$ cat src/sv/mcsp_pkg.sv
// mcsp_pkg: request codes, payload structs and channel control bundle
// for the multi-channel slow pwm unit; no dependencies
package mcsp_pkg;

	localparam int DUTY_W  = 11;
	localparam int COUNT_W = 16;
	localparam int PINS_W  = 3;

	localparam logic [DUTY_W-1:0] DUTY_FULL = 11'd1024;
	localparam logic [DUTY_W-1:0] DUTY_SAT  = 11'd1023;

	// configuration register indexes
	localparam logic CFG_PERIOD      = 1'b0;
	localparam logic CFG_ACTIVE_HIGH = 1'b1;

	localparam logic [COUNT_W-1:0] PERIOD_RESET = 16'd100;

	typedef enum logic [1:0] {
		REQ_TICK   = 2'd0,
		REQ_SET    = 2'd1,
		REQ_OFF    = 2'd2,
		REQ_ENABLE = 2'd3
	} req_kind_t;

	typedef struct packed {
		req_kind_t         req_type;
		logic [1:0]        channel;
		logic [DUTY_W-1:0] duty_value;
	} req_item_t;

	typedef struct packed {
		logic [PINS_W-1:0] pin_levels;
		logic [PINS_W-1:0] channels_on;
		logic              output_enabled;
		logic [DUTY_W-1:0] duty_readback;
		logic              status;
	} res_item_t;

	// per-channel update strobes for one request
	typedef struct packed {
		logic load;      // set duty addressed to this channel
		logic clear;     // force all off
		logic tick_run;  // tick while enabled
		logic tick_off;  // tick while disabled
	} chan_ctrl_t;

endpackage

$ cat src/sv/mcsp_chan.sv
// mcsp_chan: duty register and on flag of one pwm channel with its window compare
// depends on mcsp_pkg
module mcsp_chan (
	input  logic                         clk,
	input  logic                         arst_n,
	input  mcsp_pkg::chan_ctrl_t         ctrl,
	input  logic [mcsp_pkg::DUTY_W-1:0]  duty_in,
	input  logic [mcsp_pkg::COUNT_W-1:0] count_next,
	input  logic [mcsp_pkg::COUNT_W-1:0] period,
	output logic [mcsp_pkg::DUTY_W-1:0]  duty,
	output logic                         on
);

	localparam int POS_W = mcsp_pkg::COUNT_W + 10;
	localparam int LIM_W = mcsp_pkg::COUNT_W + mcsp_pkg::DUTY_W;

	logic [mcsp_pkg::DUTY_W-1:0] duty_q;
	logic                        on_q;
	logic [POS_W-1:0]            pos;
	logic [LIM_W-1:0]            lim;
	logic                        on_tick;

	// window position against duty share of the period
	assign pos = {count_next, 10'd0};
	assign lim = LIM_W'(duty_q) * LIM_W'(period);
	assign on_tick = (duty_q >= mcsp_pkg::DUTY_SAT)
		|| ((duty_q != '0) && (LIM_W'(pos) < lim));

	// next duty
	always_comb begin
		duty = duty_q;
		if (ctrl.clear) begin
			duty = '0;
		end else if (ctrl.load) begin
			duty = duty_in;
		end
	end

	// next on flag
	always_comb begin
		on = on_q;
		if (ctrl.clear || ctrl.tick_off) begin
			on = 1'b0;
		end else if (ctrl.tick_run) begin
			on = on_tick;
		end
	end

	always_ff @(posedge clk or negedge arst_n) begin
		if (!arst_n) begin
			duty_q <= '0;
			on_q   <= 1'b0;
		end else begin
			duty_q <= duty;
			on_q   <= on;
		end
	end

endmodule

$ cat src/sv/multi_channel_slow_pwm_unit.sv
// multi_channel_slow_pwm_unit: top level with input stage, window counter,
// channel array and result register; depends on mcsp_pkg and mcsp_chan
//
//   port group  dir  handshake            payload
//   req         in   req_valid/req_stall  req_data  (mcsp_pkg::req_item_t)
//   res         out  res_valid/res_stall  res_data  (mcsp_pkg::res_item_t)
//   cfg         in   cfg_we               cfg_index, cfg_data
//
// one request a cycle while no result stall holds the input; each request gives one
// result, passing through the input register and then the result register, with the
// window counter step and one duty times period compare per channel between them.
// reset clears all duties and on flags, zeroes the window and enables output.
// a stalled result holds; the input register still takes one more request.
module multi_channel_slow_pwm_unit #(
	parameter int CHANNELS = 3
) (
	input  logic                         clk,
	input  logic                         arst_n,
	input  logic                         req_valid,
	output logic                         req_stall,
	input  mcsp_pkg::req_item_t          req_data,
	output logic                         res_valid,
	input  logic                         res_stall,
	output mcsp_pkg::res_item_t          res_data,
	input  logic                         cfg_we,
	input  logic                         cfg_index,
	input  logic [mcsp_pkg::COUNT_W-1:0] cfg_data
);

	localparam int CW = mcsp_pkg::COUNT_W;
	localparam int DW = mcsp_pkg::DUTY_W;
	localparam int PW = mcsp_pkg::PINS_W;

	logic                 valid_s1;
	mcsp_pkg::req_item_t  item_s1;
	logic                 advance;
	logic                 res_valid_q;
	mcsp_pkg::res_item_t  res_q;

	logic [CW-1:0]        period_q;
	logic                 active_high_q;
	logic [CW-1:0]        count_q;
	logic [CW-1:0]        count_next;
	logic                 enabled_q;
	logic                 enabled_next;
	logic [CW:0]          count_inc;

	logic [DW-1:0]        duty_clamped;
	logic                 ch_valid;
	logic [DW-1:0]        duty_nx [CHANNELS];
	logic [CHANNELS-1:0]  on_nx;
	logic [PW-1:0]        on_bits;
	logic [DW-1:0]        readback;
	mcsp_pkg::res_item_t  res_d;

	// handshake: input stage moves on when the result register is free
	assign advance   = valid_s1 && !(res_valid_q && res_stall);
	assign req_stall = valid_s1 && !advance;
	assign res_valid = res_valid_q;
	assign res_data  = res_q;

	// input register
	always_ff @(posedge clk or negedge arst_n) begin
		if (!arst_n) begin
			valid_s1 <= 1'b0;
		end else if (req_valid && !req_stall) begin
			valid_s1 <= 1'b1;
		end else if (advance) begin
			valid_s1 <= 1'b0;
		end
	end

	always_ff @(posedge clk) begin
		if (req_valid && !req_stall) begin
			item_s1 <= req_data;
		end
	end

	// configuration registers
	always_ff @(posedge clk or negedge arst_n) begin
		if (!arst_n) begin
			period_q      <= mcsp_pkg::PERIOD_RESET;
			active_high_q <= 1'b1;
		end else if (cfg_we) begin
			unique case (cfg_index)
				mcsp_pkg::CFG_PERIOD:      period_q      <= cfg_data;
				mcsp_pkg::CFG_ACTIVE_HIGH: active_high_q <= cfg_data[0];
				default:                   period_q      <= period_q;
			endcase
		end
	end

	// window counter and enable flag
	assign count_inc = {1'b0, count_q} + (CW+1)'(1);

	always_comb begin
		count_next   = count_q;
		enabled_next = enabled_q;
		unique case (item_s1.req_type)
			mcsp_pkg::REQ_TICK: begin
				if (enabled_q) begin
					count_next = (count_inc >= {1'b0, period_q}) ? '0 : count_inc[CW-1:0];
				end
			end
			mcsp_pkg::REQ_SET: begin
				count_next = count_q;
			end
			mcsp_pkg::REQ_OFF: begin
				enabled_next = 1'b0;
			end
			mcsp_pkg::REQ_ENABLE: begin
				enabled_next = 1'b1;
				count_next   = '0;
			end
			default: begin
				count_next = count_q;
			end
		endcase
	end

	always_ff @(posedge clk or negedge arst_n) begin
		if (!arst_n) begin
			count_q   <= '0;
			enabled_q <= 1'b1;
		end else if (advance) begin
			count_q   <= count_next;
			enabled_q <= enabled_next;
		end
	end

	// duty clamp and channel check
	assign duty_clamped = (item_s1.duty_value > mcsp_pkg::DUTY_FULL)
		? mcsp_pkg::DUTY_FULL : item_s1.duty_value;
	assign ch_valid = int'(item_s1.channel) < CHANNELS;

	// channel array
	for (genvar i = 0; i < CHANNELS; i++) begin : g_chan
		mcsp_pkg::chan_ctrl_t ctrl;

		assign ctrl.load     = advance && (item_s1.req_type == mcsp_pkg::REQ_SET)
			&& (int'(item_s1.channel) == i);
		assign ctrl.clear    = advance && (item_s1.req_type == mcsp_pkg::REQ_OFF);
		assign ctrl.tick_run = advance && (item_s1.req_type == mcsp_pkg::REQ_TICK) && enabled_q;
		assign ctrl.tick_off = advance && (item_s1.req_type == mcsp_pkg::REQ_TICK) && !enabled_q;

		mcsp_chan u_chan (
			.clk        (clk),
			.arst_n     (arst_n),
			.ctrl       (ctrl),
			.duty_in    (duty_clamped),
			.count_next (count_next),
			.period     (period_q),
			.duty       (duty_nx[i]),
			.on         (on_nx[i])
		);
	end

	// on bits for the pin field, channels beyond its width dropped
	for (genvar b = 0; b < PW; b++) begin : g_bits
		if (b < CHANNELS) begin : g_on
			assign on_bits[b] = on_nx[b];
		end else begin : g_off
			assign on_bits[b] = 1'b0;
		end
	end

	// readback of the addressed channel after the update
	always_comb begin
		readback = '0;
		for (int i = 0; i < CHANNELS; i++) begin
			if (int'(item_s1.channel) == i) begin
				readback = duty_nx[i];
			end
		end
	end

	// result assembly
	always_comb begin
		res_d.pin_levels     = active_high_q ? on_bits : ~on_bits;
		res_d.channels_on    = on_bits;
		res_d.output_enabled = enabled_next;
		res_d.duty_readback  = readback;
		res_d.status         = (item_s1.req_type == mcsp_pkg::REQ_SET) && !ch_valid;
	end

	// result register
	always_ff @(posedge clk or negedge arst_n) begin
		if (!arst_n) begin
			res_valid_q <= 1'b0;
		end else if (advance) begin
			res_valid_q <= 1'b1;
		end else if (!res_stall) begin
			res_valid_q <= 1'b0;
		end
	end

	always_ff @(posedge clk) begin
		if (advance) begin
			res_q <= res_d;
		end
	end

`ifndef SYNTHESIS
	// a taken result with nothing behind it leaves the output empty
	a_res_drain: assert property (@(posedge clk) disable iff (!arst_n)
		(res_valid && !res_stall && !advance) |=> !res_valid)
		else $error("result register kept a transferred result");

	// enable restarts the window and shows output enabled
	a_enable: assert property (@(posedge clk) disable iff (!arst_n)
		(advance && (item_s1.req_type == mcsp_pkg::REQ_ENABLE))
		|=> (count_q == '0) && res_data.output_enabled)
		else $error("enable did not restart the window");

	// disabled output never shows a channel on
	a_off_dark: assert property (@(posedge clk) disable iff (!arst_n)
		(res_valid && !res_data.output_enabled) |-> (res_data.channels_on == '0))
		else $error("channel on while output disabled");

	// an invalid channel error reads back no duty
	a_status: assert property (@(posedge clk) disable iff (!arst_n)
		(res_valid && res_data.status) |-> (res_data.duty_readback == '0))
		else $error("error status with nonzero readback");

	// the input stage only stalls while the result register is blocked
	a_stall: assert property (@(posedge clk) disable iff (!arst_n)
		req_stall |-> (res_valid && res_stall))
		else $error("input stalled with free result register");
`endif

endmodule

$ cat config.mk
export PLATFORM = sky130hd
export DESIGN_NAME = multi_channel_slow_pwm_unit
export DESIGN_NICKNAME = d
export VERILOG_FILES = /design/src/sv/mcsp_pkg.sv /design/src/sv/mcsp_chan.sv /design/src/sv/multi_channel_slow_pwm_unit.sv
export SDC_FILE = /design/constraint.sdc
export NUM_CORES = 1
export LEC_CHECK = 0
export BUFFER_PORTS_ARGS = -buffer_cell sky130_fd_sc_hd__clkbuf_2
export CAP_MARGIN = 10
export CORE_MARGIN = 8
export CORE_UTILIZATION = 70
export CTS_CLUSTER_DIAMETER = 150
export CTS_CLUSTER_SIZE = 16
export DETAILED_ROUTE_END_ITERATION = 10
export HOLD_SLACK_MARGIN = 0.15
export PLACE_DENSITY = 0.9
export SYNTH_ARGS = -nofsm -noshare
export SYNTH_HDL_FRONTEND = slang
export SYNTH_SLANG_ARGS = --single-unit
$ cat constraint.sdc
create_clock -name clk -period 16.6 [get_ports clk]
set_input_delay 2.49 -clock clk [delete_from_list [all_inputs] [get_ports clk]]
set_output_delay 2.49 -clock clk [all_outputs]
set_load 0.05 [all_outputs]
==> impl_results.md <==
* Cts bufs inserted at 9
* Critical path launch point type: flip-flop
* Share of total power in the clock network at 18.8%
* Via density at 6.23
* Fill cells at 2356
* Nets at 3283
* CTS tree: yes
* R2r setup slk at 7.92 ns
* Critical Path Fanout Max at 20
* Max-cap violations at 0
* Tmin final at 8.68 ns
* GRT Overall Usage at 31.9%
* Critical path's slowest cell: dfrtp_1
* ANT nets after route at 0
* Vias in the first global route at 20618
* Synth Net Count at 3345
* # IOs at 58
* Post-synthesis sequential area ratio at 12.0%
* Yosys warns at 0
* Switching part of the total power at 46.9%
* Setup TNS at 0 ns
* Resize count post-CTS at 0
* Post-Place Cells at 3044
* Max Buffers Root-to-Sink at 2
* Avg WL per Cell at 19.8 um
* Die Ht at 200 um
* P_int at 0.000666 W
* RR Startpoint: period_q[8]$_DFFE_PN0P_
* Cell depth of the worst hold path at 1
* Share of layout cells above drive strength 1 at 4.98%
* Max Freq at 115 MHz
* First-pass GRT wire length at 101000 um
* Hold Vio Cnt, Final at 0
* Final core occ at 73.0%
* Final worst setup slack at 7.92 ns
* Diode count at 0
* Crit path top cell by count: fa_1
* Max incr delay on CP at 0.84 ns
* Port bufs at 57
* Max transition margin at 22.4%
* Fraction of registers with async set or reset after synthesis at 67.9%
* Post-synth EDFFs at 34
* Static Leak at 12.5 nW
* Multi-input gate area at 18300 um^2
* Worst r2r dst: res_data[17]$_DFFE_PP_
* CP required at 16.71 ns
* R2R cell count at 27
* Core Area at 33400 um^2
* Grt ovf at 0
* TritonRoute pass-1 iters at 6
* Worst hold start: period_q[0]$_DFFE_PN0P_
* Flop pwr share at 28.7%
* H-Tree Depth at 3
* Final setup skew at 0.0105 ns
* # clock sinks at 106
* Die area at 39800 um^2
* Post-Syn Area at 23600 um^2
* Initial Util at 70.7%
* Final setup violation count at 0
* Tcrit/Tclk final at 52.3%
* Reg clk slew, reported paths at 0.08 ns
* Worst hold endpoint: period_q[0]$_DFFE_PN0P_
* Row cnt at 67
* Power per cell area at 51.5 nW/um^2
* Net Switching at 0.000589 W
* Post-CTS setup buffers at 0
* Yosys reg bits at 106
* Kind of end point of the critical path: flip-flop
* RSZ-0062 raised after global routing: false
* Least-Margin Pin Slew at 1.16 ns
* Placer Congestion at 0.946
* Initial antenna violation count at 0
* # DRC at 0
* Largest net degree at the start of global routing at 73
* Hold buffer count at cts at 0
* Post-synth cell types at 83
* Worst hold path class: flip-flop to flip-flop
* Worst vdd ir at 0.130 mV
* Worst-Skew Late Latency at 0.37 ns
* Setup WS pre-CTS at 8.14 ns
* Vias at 19076
* Die width at 200 um
* Primary FF master, synth: dfrtp_1
* Pins Over Slew Limit at 0
* DR iter-0 viols at 1990
* Post-synthesis cell count at 2670
* Combinational share of power at 52.5%
* Fin cells at 3061
* Critical path arrival at 8.79 ns
* Area Overhead vs Synth at 3.28%
* CTS root buf: clkbuf_16
* Detailed placer's ending HPWL at 46400 um
* Status: finished, final reports clean
* Mapped Avg Cell Area at 8.84 um^2
* Routed WL at 60700 um
* FF/Latch Area at 2830 um^2
* Crit Path Class: flip-flop to flip-flop
==> power groups by stage <==
stage | clock (W) | sequential (W) | combinational, W
2_1_floorplan | 0 | 0.000333 | 0.000486
5_1_grt | 0.000244 | 0.000364 | 0.000740
4_1_cts | 0.000236 | 0.000359 | 0.000649
3_5_place_dp | 0 | 0.000363 | 0.000642
3_3_place_gp | 0 | 0.000361 | 0.000611
6_report | 0.000236 | 0.000361 | 0.000659
==> synth_stat cells, types with 4 or more instances <==
master     count  area share (%)
and4_1         4            0.15
mux2i_1       33             1.4
and2_1       258             6.8
or3_1          9            0.24
a21o_1        29            0.92
o21ai_0       60             1.3
nor2_1        72             1.1
buf_1          5           0.080
fa_1         375              32
nor3_1        27            0.57
buf_2          5            0.11
xnor2_1       38             1.4
o32ai_1       11            0.41
ha_1         263              14
o21a_1        15            0.48
nand4_1       22            0.58
and3_1        11            0.29
dfrtp_1       67             7.1
or2_2          4            0.11
nand3_1       30            0.64
nor4_1         9            0.24
a31oi_1       10            0.27
a2111oi_0      5            0.19
edfxtp_1      34             4.3
a32o_1        11            0.47
inv_1        493             7.8
o21ai_1        4           0.085
nand2_1      348             5.5
nor2b_1       27            0.72
nand4b_1       4            0.15
nand2b_1      17            0.45
a21oi_1       73             1.5
a22o_1        15            0.56
a41oi_1        4            0.15
clkbuf_1     139             2.2
dfstp_2        5            0.56
o21bai_1       7            0.22
a211oi_1       8            0.25
xor2_1        36             1.3
o211ai_1      10            0.32
==> area by class of cell <==
type                            count  share of cell area (%)
Clock buffer                        9                   0.924
Clock inverter                      7                   0.401
Inverter                          493                    7.59
Multi-Input combinational cell   1921                    75.3
Sequential cell                   106                    11.6
Tap cell                          448                    2.30
Timing Repair Buffer               77                    1.87
==> registers in the layout, indices dropped and copies added, names as in the netlist <==
register              count
g_chan.u_chan.on_q        3
count_q                  16
res_data                 19
valid_s1                  1
item_s1                  15
active_high_q             1
g_chan.u_chan.duty_q     33
period_q                 16
res_valid                 1
enabled_q                 1
==> critical path, delay by kind of cell (launching register included) <==
kind	cells	cell delay, ns
simple gates	2	0.56
xor+xnor	2	0.20
fa+ha+maj	7	3.03
flops	1	0.84
compound gates	12	3.23
buf+inv	4	0.55
==> logic make-up (layout without fill, tap and decap cells) <==
family	after synthesis	in the layout	synth area share, %
XOR/XNOR	74	74	2.75
adder cells (fa/ha/maj)	638	638	45.8
AO/OA/AOI/OAI	320	320	9.59
buffers and inverters	643	586	10.3
flip-flops	106	106	12.0
AND/OR/NAND/NOR	853	853	18.1
multiplexers	36	36	1.54
==> metrics by stage <==
step                      area, um^2  hold slack, ns  total power [W]
final                          24400           0.526          0.00126
after floorplan                23600           0.476         0.000819
after detailed placement       24000           0.510          0.00101
after global routing           24400           0.545          0.00135
after CTS                      24300           0.527          0.00124
after global placement         24000           0.497         0.000972
==> layout by cell type (no fill, tap or decap), drive strengths merged, types with 33 or more instances in the layout <==
cell and instances:
a21oi 76, and2 258, clkbuf 65, dfrtp 67
edfxtp 34, fa 375, ha 263, inv 498
mux2i 33, nand2 348, nor2 73, o21ai 65
xnor2 38, xor2 36
==> how the worst max path moves through the flow <==
stage	slack, ns	endpoint	from
detailed placement	8.14	res_data[17]$_DFFE_PP_	period_q[4]$_DFFE_PN0P_
global placement	8.29	res_data[17]$_DFFE_PP_	period_q[7]$_DFFE_PN0P_
global route	7.77	res_data[17]$_DFFE_PP_	period_q[8]$_DFFE_PN0P_
finish	7.92	res_data[17]$_DFFE_PP_	period_q[8]$_DFFE_PN0P_
CTS	8.06	res_data[17]$_DFFE_PP_	period_q[4]$_DFFE_PN0P_
floorplan	9.57	res_data[17]$_DFFE_PP_	g_chan[1].u_chan.duty_q[2]$_DFF_PN0_
==> routing by layer <==
metal | up-vias | track usage, % | part of all wire [%] | wire [um]
li1 | 8309 | - | - | -
met1 | 9390 | 38.0 | 36 | 21900
met2 | 1072 | 52.1 | 47 | 28400
met3 | 305 | 6.01 | 9.4 | 5710
met4 | 0 | 21.7 | 7.6 | 4620
met5 | - | 0 | 0 | 0
(Power assumes the default switching activity.)
